===== config.mk =====
export PLATFORM = sky130hd
export DESIGN_NAME = keyed_property_table_fifo
export DESIGN_NICKNAME = d
export VERILOG_FILES = /design/src/hw/rtl/kptf_pkg.sv /design/src/hw/rtl/kptf_ctrl.sv /design/src/hw/rtl/kptf_dp.sv /design/src/hw/rtl/keyed_property_table_fifo.sv
export SDC_FILE = /design/constraint.sdc
export NUM_CORES = 2
export LEC_CHECK = 0
export ABC_AREA = 1
export BUFFER_PORTS_ARGS = -buffer_cell sky130_fd_sc_hd__buf_2
export CAP_MARGIN = 25
export CORE_AREA = 2 2 704 706
export CTS_CLUSTER_SIZE = 14
export DETAILED_ROUTE_END_ITERATION = 10
export DIE_AREA = 0 0 706 708
export PLACE_DENSITY = 0.43
export SLEW_MARGIN = 20
export SYNTH_ARGS = -nofsm -noshare
export SYNTH_HDL_FRONTEND = slang
export SYNTH_HIERARCHICAL = 1
export SYNTH_SLANG_ARGS = --single-unit

===== constraint.sdc =====
create_clock -name clk -period 18.9 [get_ports clk]
set_input_delay 2.835 -clock clk [delete_from_list [all_inputs] [get_ports clk]]
set_output_delay 2.835 -clock clk [all_outputs]
set_load 0.02 [all_outputs]

===== src/hw/rtl/kptf_pkg.sv =====
// Package for the keyed property table: word types, defaults, controller codes.
package kptf_pkg;

	// Default sizes of the table
	localparam int ENTRIES_DEF    = 16;
	localparam int KEY_WIDTH_DEF  = 32;
	localparam int PROPS_DEF      = 4;
	localparam int PROP_WIDTH_DEF = 32;

	// Operation codes
	localparam logic OP_FIND = 1'b0;
	localparam logic OP_SET  = 1'b1;

	// Request word
	typedef struct packed {
		logic        op;
		logic [31:0] key;
		logic [1:0]  prop_index;
		logic [31:0] write_value;
	} in_t;

	// Response word
	typedef struct packed {
		logic        found;
		logic [31:0] read_value;
		logic [3:0]  slot;
	} out_t;

	// Controller states
	typedef enum logic [1:0] {
		ST_IDLE,
		ST_CMP,
		ST_SEL,
		ST_WB
	} state_t;

	// Commands from controller to datapath
	typedef struct packed {
		logic load;
		logic compare;
		logic select;
		logic commit;
	} cmd_t;

endpackage


===== src/hw/rtl/kptf_ctrl.sv =====
// Controller of the keyed property table: sequences one word through compare, select, write-back.
module kptf_ctrl
	import kptf_pkg::*;
(
	input  logic clk,
	input  logic arst_n,
	input  logic in_valid,
	output logic in_ready,
	output logic out_valid,
	input  logic out_ready,
	output cmd_t cmd
);

	state_t state_q, state_d;
	logic   out_valid_q;

	// State and output-valid registers
	always_ff @(posedge clk or negedge arst_n) begin
		if (!arst_n) begin
			state_q     <= ST_IDLE;
			out_valid_q <= 1'b0;
		end else begin
			state_q <= state_d;
			if (cmd.commit) begin
				out_valid_q <= 1'b1;
			end else if (out_ready) begin
				out_valid_q <= 1'b0;
			end
		end
	end

	// Next state and commands
	always_comb begin
		state_d  = state_q;
		cmd      = '0;
		in_ready = 1'b0;
		case (state_q)
			ST_IDLE: begin
				in_ready = 1'b1;
				if (in_valid) begin
					cmd.load = 1'b1;
					state_d  = ST_CMP;
				end
			end
			ST_CMP: begin
				cmd.compare = 1'b1;
				state_d     = ST_SEL;
			end
			ST_SEL: begin
				cmd.select = 1'b1;
				state_d    = ST_WB;
			end
			ST_WB: begin
				// hold until the output register is free
				if (!out_valid_q || out_ready) begin
					cmd.commit = 1'b1;
					state_d    = ST_IDLE;
				end
			end
			default: begin
				state_d = ST_IDLE;
			end
		endcase
	end

	assign out_valid = out_valid_q;

endmodule


===== src/hw/rtl/kptf_dp.sv =====
// Datapath of the keyed property table: key registers, match vector, property row memory.
module kptf_dp
	import kptf_pkg::*;
#(
	parameter int ENTRIES    = ENTRIES_DEF,
	parameter int KEY_WIDTH  = KEY_WIDTH_DEF,
	parameter int PROPS      = PROPS_DEF,
	parameter int PROP_WIDTH = PROP_WIDTH_DEF
) (
	input  logic clk,
	input  logic arst_n,
	input  cmd_t cmd,
	input  in_t  in_data,
	output out_t out_data
);

	localparam int SW = $clog2(ENTRIES);

	typedef logic [PROPS-1:0][PROP_WIDTH-1:0] row_t;

	in_t                  item_q;
	logic [KEY_WIDTH-1:0] keys_q [ENTRIES];
	logic [ENTRIES-1:0]   valid_q;
	logic [ENTRIES-1:0]   match_q;
	logic [SW-1:0]        ws_q;
	logic                 hit_q;
	logic [SW-1:0]        slot_q;
	row_t                 row_mem [ENTRIES];
	row_t                 row_rd_q;
	out_t                 out_q;

	logic [63:0]           key_ext;
	logic [KEY_WIDTH-1:0]  key_n;
	logic [63:0]           wv_ext;
	logic [PROP_WIDTH-1:0] wv_n;
	logic                  hit;
	logic [SW-1:0]         hit_enc;
	logic [SW-1:0]         tgt;
	logic                  claim;
	row_t                  row_new;
	logic [PROP_WIDTH-1:0] word_sel;
	logic [63:0]           word_ext;
	logic [15:0]           slot_ext;
	out_t                  out_n;

	// Fit the request fields to the table widths
	assign key_ext = 64'(item_q.key);
	assign key_n   = key_ext[KEY_WIDTH-1:0];
	assign wv_ext  = 64'(item_q.write_value);
	assign wv_n    = wv_ext[PROP_WIDTH-1:0];

	// Pick the highest matching slot
	always_comb begin
		hit_enc = '0;
		for (int i = 0; i < ENTRIES; i++) begin
			if (match_q[i]) begin
				hit_enc = SW'(i);
			end
		end
	end

	assign hit   = |match_q;
	assign tgt   = hit ? hit_enc : ws_q;
	assign claim = (item_q.op == OP_SET) && !hit;

	// Latch the request word
	always_ff @(posedge clk) begin
		if (cmd.load) begin
			item_q <= in_data;
		end
	end

	// Compare the key against every slot at once
	always_ff @(posedge clk) begin
		if (cmd.compare) begin
			for (int i = 0; i < ENTRIES; i++) begin
				match_q[i] <= valid_q[i] && (keys_q[i] == key_n);
			end
		end
	end

	// Hold the selection result for write-back
	always_ff @(posedge clk) begin
		if (cmd.select) begin
			hit_q  <= hit;
			slot_q <= tgt;
		end
	end

	// Claim a slot on a set miss: key, valid bit and ring pointer
	always_ff @(posedge clk) begin
		if (cmd.select && claim) begin
			keys_q[ws_q] <= key_n;
		end
	end

	always_ff @(posedge clk or negedge arst_n) begin
		if (!arst_n) begin
			valid_q <= '0;
			ws_q    <= '0;
		end else if (cmd.select && claim) begin
			valid_q[ws_q] <= 1'b1;
			ws_q          <= (ws_q == SW'(ENTRIES - 1)) ? '0 : ws_q + SW'(1);
		end
	end

	// Property row memory: registered read at select, write at commit
	always_ff @(posedge clk) begin
		if (cmd.select) begin
			row_rd_q <= row_mem[tgt];
		end
		if (cmd.commit && (item_q.op == OP_SET)) begin
			row_mem[slot_q] <= row_new;
		end
	end

	// Build the new row and pick the addressed word
	always_comb begin
		row_new  = hit_q ? row_rd_q : '0;
		word_sel = '0;
		for (int p = 0; p < PROPS; p++) begin
			if (int'(item_q.prop_index) == p) begin
				row_new[p] = wv_n;
				word_sel   = row_rd_q[p];
			end
		end
	end

	// Form the response word
	always_comb begin
		word_ext         = 64'(word_sel);
		slot_ext         = 16'(slot_q);
		out_n.found      = hit_q;
		out_n.read_value = ((item_q.op == OP_FIND) && hit_q) ? word_ext[31:0] : '0;
		out_n.slot       = ((item_q.op == OP_SET) || hit_q) ? slot_ext[3:0] : '0;
	end

	// Output register
	always_ff @(posedge clk) begin
		if (cmd.commit) begin
			out_q <= out_n;
		end
	end

	assign out_data = out_q;

endmodule


===== src/hw/rtl/keyed_property_table_fifo.sv =====
// Top level of the keyed property table with first-in first-out replacement.
//
//   channel   signals                              word
//   request   in_valid / in_ready / in_data        in_t: op, key, prop_index, write_value
//   response  out_valid / out_ready / out_data     out_t: found, read_value, slot
//
// Each request word passes through accept, parallel key compare over all slots,
// priority select with the registered row-memory read, then write-back into the
// output register. One word is in flight at a time; the next one is accepted in the
// cycle after write-back, even while the response still waits in the output register.
// Write-back stalls while a previous response has not been taken.
// Reset clears the valid bits, the ring pointer and the controller at once; no sweep.
module keyed_property_table_fifo
	import kptf_pkg::*;
#(
	parameter int ENTRIES    = ENTRIES_DEF,
	parameter int KEY_WIDTH  = KEY_WIDTH_DEF,
	parameter int PROPS      = PROPS_DEF,
	parameter int PROP_WIDTH = PROP_WIDTH_DEF
) (
	input  logic clk,
	input  logic arst_n,
	input  logic in_valid,
	output logic in_ready,
	input  in_t  in_data,
	output logic out_valid,
	input  logic out_ready,
	output out_t out_data
);

	cmd_t cmd;

	// Sequence control
	kptf_ctrl u_ctrl (
		.clk       (clk),
		.arst_n    (arst_n),
		.in_valid  (in_valid),
		.in_ready  (in_ready),
		.out_valid (out_valid),
		.out_ready (out_ready),
		.cmd       (cmd)
	);

	// Table storage and lookup
	kptf_dp #(
		.ENTRIES    (ENTRIES),
		.KEY_WIDTH  (KEY_WIDTH),
		.PROPS      (PROPS),
		.PROP_WIDTH (PROP_WIDTH)
	) u_dp (
		.clk      (clk),
		.arst_n   (arst_n),
		.cmd      (cmd),
		.in_data  (in_data),
		.out_data (out_data)
	);

`ifndef SYNTHESIS
	// Never overwrite a response that has not been taken
	a_no_overwrite: assert property (@(posedge clk) disable iff (!arst_n)
		cmd.commit |-> (!out_valid || out_ready))
		else $error("response overwritten before it was taken");

	// Load the request register only on an accepted word
	a_load_on_accept: assert property (@(posedge clk) disable iff (!arst_n)
		cmd.load |-> (in_valid && in_ready))
		else $error("request loaded without handshake");

	// Accept one word and finish it before taking another
	a_one_in_flight: assert property (@(posedge clk) disable iff (!arst_n)
		(in_valid && in_ready) |=> (!in_ready ##1 !in_ready ##1 !in_ready))
		else $error("request accepted while one is in flight");

	// Commit once per word
	a_single_commit: assert property (@(posedge clk) disable iff (!arst_n)
		cmd.commit |=> !cmd.commit)
		else $error("double commit");
`endif

endmodule


======== Word-level counts from Yosys, hierarchy flattened ========
Memories as Yosys holds them, arrays and structs flattened. A register that Yosys moved wholly into a read port is not among the register bits.
Cells that the tools add are included.
operators by class
  $add $sub $neg .......................... 1
  bitwise gates (word level) .............. 2
  reductions and logical operators ........ 30
  mux-type cells .......................... 44
  magnitude comparators ................... 2
  eq/ne operators ......................... 25
operator list
  cell                 count
  $eq 32x32->1         16
  $mux 32              8
  $mux 128             1
  $mux 4               16
  $logic_and 1x1->1    21
  $or 16x16->16        1
  $reduce_or 16->1     1
  $mux 1               15
  $eq 2x2->1 const B   4
  $pmux 2 s4           1
  $lt 4x5->1 const B   1
  $add 4x1->4 const B  1
  $demux 1 s4          1
  $eq 2x1->1 const B   2
  $eq 4x4->1 const B   1
  $ge 4x1->1 const B   1
  $logic_not 2->1      2
  $mux 2               2
  $logic_not 1->1      2
  $logic_or 1x1->1     2
  $ne 2x1->1 const B   1
  $ne 2x2->1 const B   1
  $reduce_and 2->1     1
  $reduce_bool 2->1    1
  $not 1->1            1
word-level totals
  memory bits (writable) .................. 2,560
  logic and storage cells ................. 120
  register bits after elaboration ......... 148
  memories kept ........................... 2
  input bits .............................. 71
memories
  name          depth  bits a word  rd ports  clocked after memory_dff  write ports  RTL line       text
  u_dp.row_mem  16     128          1         1                         1            kptf_dp.sv:28  row_t row_mem [ENTRIES];
  u_dp.keys_q   16     32           16        0                         1            kptf_dp.sv:22  logic [KEY_WIDTH-1:0] keys_q [ENTRIES];

======== Depth between registers and ports, before layout ========
  depth in word-level cells ............... 16
  gate-level depth with buffers ........... 24

======== Modules after synthesis ========
The synthesis kept the hierarchy.
by module, submodules not included
  module     cells each  instances  area each (µm²)
  kptf_dp    10,671      1          122,463.7
  kptf_ctrl  29          1          222.7

======== Least setup slack after synthesis ========
Ideal clock, no wire load.
  path kind ............................... in2reg
  from .................................... input out_ready
  to ...................................... memory u_dp/row_mem[11][0] (netlist bit), enable pin
  data required time ...................... 18,128 ps
  setup slack ............................. 4,387 ps
  buffers on the path ..................... 0
  setup time .............................. 772 ps
  data arrival time ....................... 13,742 ps
  stages .................................. 4
  cell sequence ........................... inv_2 -> a21oi_1 -> nand2_1 -> nor3_1
RTL lines
  element          RTL line                         text
  start, declared  keyed_property_table_fifo.sv:27  input logic out_ready,
  end, declared    kptf_dp.sv:28

======== Worst setup path in the final report ========
  from .................................... register u_dp.match_q[15]
  to ...................................... register u_dp/row_rd_q[7] (netlist bit), read port of u_dp.row_mem, data pin
on the way
  longest elaborated chain between the ends .. 2
  elaborated cells on any way between the ends .. 3
  classes of those cells .................. mux (2); reduce/logical (1)
RTL lines
  element                          RTL line       text
  start, declared                  kptf_dp.sv:24  logic [ENTRIES-1:0] match_q;
  start signal, assigned by index  kptf_dp.sv:77  match_q[i] <= valid_q[i] && (keys_q[i] == key_n);
  $reduce_or 16->1                 kptf_dp.sv:62  assign hit = |match_q;
  named net u_dp.hit               kptf_dp.sv:36  logic hit;
  $mux 4                           kptf_dp.sv:63  assign tgt = hit ? hit_enc : ws_q;
  end, declared                    kptf_dp.sv:29  row_t row_rd_q;
The timed path passes the listed nets, and every way through them passes these cells.
A chain may end at the register's enable or synchronous reset.

==> results.toml <==
[critical_path]
cp.arrival_ns = 8.48
endpoint_kind = "register"
reg2reg_slack_ns = 11.10
cp-start-kind = "register"
cp_data_required_time_ns = 19.58
worst_r2r_path_depth = 18
timing.setup.critical_path_class = "reg -> reg"
cp_max_fo = 74

[synth]
synthFlopType = "sky130_fd_sc_hd__edfxtp_1"
post_syn_instances = 10700
synth_top_cells_by_count = "sky130_fd_sc_hd__edfxtp_1, sky130_fd_sc_hd__nand3_1, sky130_fd_sc_hd__inv_1"
synth_top_cell_by_area = "sky130_fd_sc_hd__edfxtp_1"
synth.ff_latch_count = 2836
yosysMostFrequentCell = "sky130_fd_sc_hd__edfxtp_1"
yosysWarningCount = 6
synthesis.nets = 10800
synth_top_cells_by_area = "sky130_fd_sc_hd__edfxtp_1, sky130_fd_sc_hd__nand3_1, sky130_fd_sc_hd__inv_1"
asyncSetResetFlopFracSynth_pct = 0.811
synth.top_cell.area_share_pct = 68.9
number_of_enable_type_register_cells_in_the_synthesized_netlist = 2813
synthesis.area_um2 = 123000
synth.avg_cell_area_um2 = 11.5
yosys.cell_types.count = 45
synth-seq-area-share_pct = 69.3

[final_layout]
post_route_standard_cell_area_excluding_fillers_um2 = 142000
drive_gt1_share_pct = 9.49
area_growth_pct = 15.8
nNetsFinal = 10900

[timing]
final_max_slew_viol_count = 0
hold_viol_final = 0
finalWorstPathRequiredPeriod_ns = 7.80
grt_setup_unrepaired = "no"
setup_tns_ns = 0
fmaxAchievable_ghz = 0.128
clock_skew_ns = 0.108
worst_slew_margin_rel_pct = 25.1
setup_viol = 0
tightest_slew_ns = 1.12
final_min_period_over_clock_period_pct = 41.3

[pwr]
swShare_pct = 33.4
p_clk_share_pct = 32.9
ir_worst_vdd_mv = 0.0803
net-switching-power_mw = 6.39
pint_mw = 12.7
pd_cells_nw_per_um2 = 135
total_power_mw = 19.1
power.static_leakage_nw = 53.7
seq_power_share_pct = 42.2
p_comb_share_pct = 24.9

[routing]
vias = 81200
final_antenna_net_count = 0
detail_route.drc_violations = 0
drt-total-wl_um = 414000
first_pass_iters = 5
detailedRoute.firstIterationViolations = 7064
viasPerCell = 4.63
wire_per_inst_um = 23.6

[clock_network]
cts_repair_resize_count = 0
clock_latency_ns = 0.98
clock_path_buffers = 4
cts_max_level = 5
cts_tree = "done"
cell_at_the_root_of_the_clock_tree = "sky130_fd_sc_hd__clkbuf_16"
cts-buffers-inserted = 320
cts.clk_slew.worst_paths_ns = 0.06
numClockSinks = 2836
cts_setup_buffers = 0
ctsHoldBuffers = 0

[floorplan]
design.core.area_um2 = 492000
floorplan.rows = 258
ioPinCount = 110
die_w_um = 706
chipHeight_um = 708
design.die.area_um2 = 500000
initial_core_util_pct = 24.9

[placement]
dp.final_hpwl_um = 211000
gpl.final_weighted_congestion = 0.755
portBuffers = 109
placed_cell_area_um2 = 131000

[outcome]
status = "finished clean"

[grt]
grt_usage_pct = 16.1
grt_max_degree = 167
number_of_global_route_vias_before_repair = 79000
grt_antenna_before_repair = 25
grt_pass1_wl_um = 593000
global_route.overflow_total = 0

[hold_path]
hold_depth = 1
worst_hold_path_type = "reg -> reg"

[run]
max_cap_violations = 0
-- area by class of cell --
type                    count  area (um2)
repair buffers            449        3480
flip-flops and latches   2836       85000
multi-input cells        5485       28700
clock inverters           177        1810
fillers                 50500      350000
diodes                      6        15.0
clock buffers             395        8530
inverters                1704        6420
well taps                6500        8130
-- cell families (layout without fill, tap and decap cells) --
family                     Yosys count  in the layout  share of synthesized area (%)
AOI/OAI and AO/OA                  551            551                           2.82
xor gates and xnor gates           132            132                          0.942
adders and majority gates            8              8                         0.0816
buffers and inverters             2379           2725                           7.63
DFF                               2836           2836                           69.3
other                                0              6                              0
and+or+nand+nor                   4794           4794                           19.2
-- metal layers --
layer | global-route usage [%] | routed length [um] | up-vias
li1 | - | - | 37300
met5 | 0 | 0 | -
met3 | 1.63 | 17900 | 599
met4 | 4.44 | 11800 | 0
met2 | 26.2 | 192000 | 2041
met1 | 22.7 | 193000 | 41300
-- worst paths after layout --
| check | endpoint | start |
|---|---|---|
| setup / recovery | u_dp/row_rd_q[7] | u_dp/match_q[15] |
| hold / removal | u_dp/valid_q[8] | u_dp/valid_q[8] |
| setup reg to reg | u_dp/row_rd_q[7] | u_dp/match_q[15] |
| hold reg to reg | u_dp/valid_q[8] | u_dp/valid_q[8] |
| max in group asynchronous | u_dp/valid_q[11] | arst_n |
| min in group asynchronous | u_ctrl/state_q[1] | arst_n |
-- critical path, stage by stage (launching register included) --
cell	delay [ns]
sky130_fd_sc_hd__edfxtp_1	0.39
sky130_fd_sc_hd__nor2_1	0.24
sky130_fd_sc_hd__nand2_1	0.11
sky130_fd_sc_hd__nor2_1	0.24
sky130_fd_sc_hd__nand2_2	0.25
sky130_fd_sc_hd__inv_2	0.18
sky130_fd_sc_hd__nor2_1	0.11
sky130_fd_sc_hd__nand2_8	0.43
sky130_fd_sc_hd__buf_4	0.82
sky130_fd_sc_hd__buf_4	0.77
sky130_fd_sc_hd__buf_4	0.79
sky130_fd_sc_hd__buf_4	0.85
sky130_fd_sc_hd__buf_4	0.79
sky130_fd_sc_hd__buf_4	0.76
sky130_fd_sc_hd__nand3_1	0.14
sky130_fd_sc_hd__nand3_1	0.13
sky130_fd_sc_hd__nand3_1	0.09
sky130_fd_sc_hd__nand3_1	0.13
sky130_fd_sc_hd__nand2_1	0.08
-- metrics by stage --
stage,utilization (%),hold slack [ns],cells,worst slack (ns)
global placement,26.7,0.446,16900,11.06
global route,28.9,0.463,17500,10.53
detailed placement,26.7,0.445,17000,11.04
CTS,28.8,0.461,17500,11.00
floorplan,-,0.424,10700,4.39
finish,28.9,0.459,17600,11.10
-- cells in the final DEF, fill, tap and decap left out, drive strengths merged, types with 53 or more instances in the layout --
cell type and n:
nand3b 512, clkbuf 399, o21ai 286, xor2 80, nor4 55, buf 445
o22ai 84, nand2 1494, edfxtp 2813, nor2 90, nand3 2515, or2 85
a221oi 53, inv 1705, clkinv 139
-- flip-flops by register name, summed over array words and instances (netlist names) --
name / cells
u_dp/hit_q: 1
u_dp/key_n: 32
u_ctrl/state_q: 2
u_dp/item_q: 3
u_ctrl/out_valid: 1
u_dp/row_rd_q: 128
u_dp/out_data: 37
u_dp/valid_q: 16
u_dp/row_mem: 2048
u_dp/match_q: 16
u_dp/keys_q: 512
u_dp/wv_n: 32
u_dp/ws_q: 4
u_dp/slot_q: 4
-- power by group through the flow --
| stage | Combinational [mW] | Sequential [mW] | Clock [mW] |
|---|---|---|---|
| 2_1_floorplan | 2.74 | 8.25 | 0 |
| 3_3_place_gp | 4.77 | 8.20 | 0 |
| 3_5_place_dp | 4.78 | 8.20 | 0 |
| 4_1_cts | 4.79 | 8.07 | 6.44 |
| 5_1_grt | 5.22 | 8.09 | 6.67 |
| 6_report | 4.76 | 8.07 | 6.29 |
Note: power is estimated with default switching activity, not from simulation.
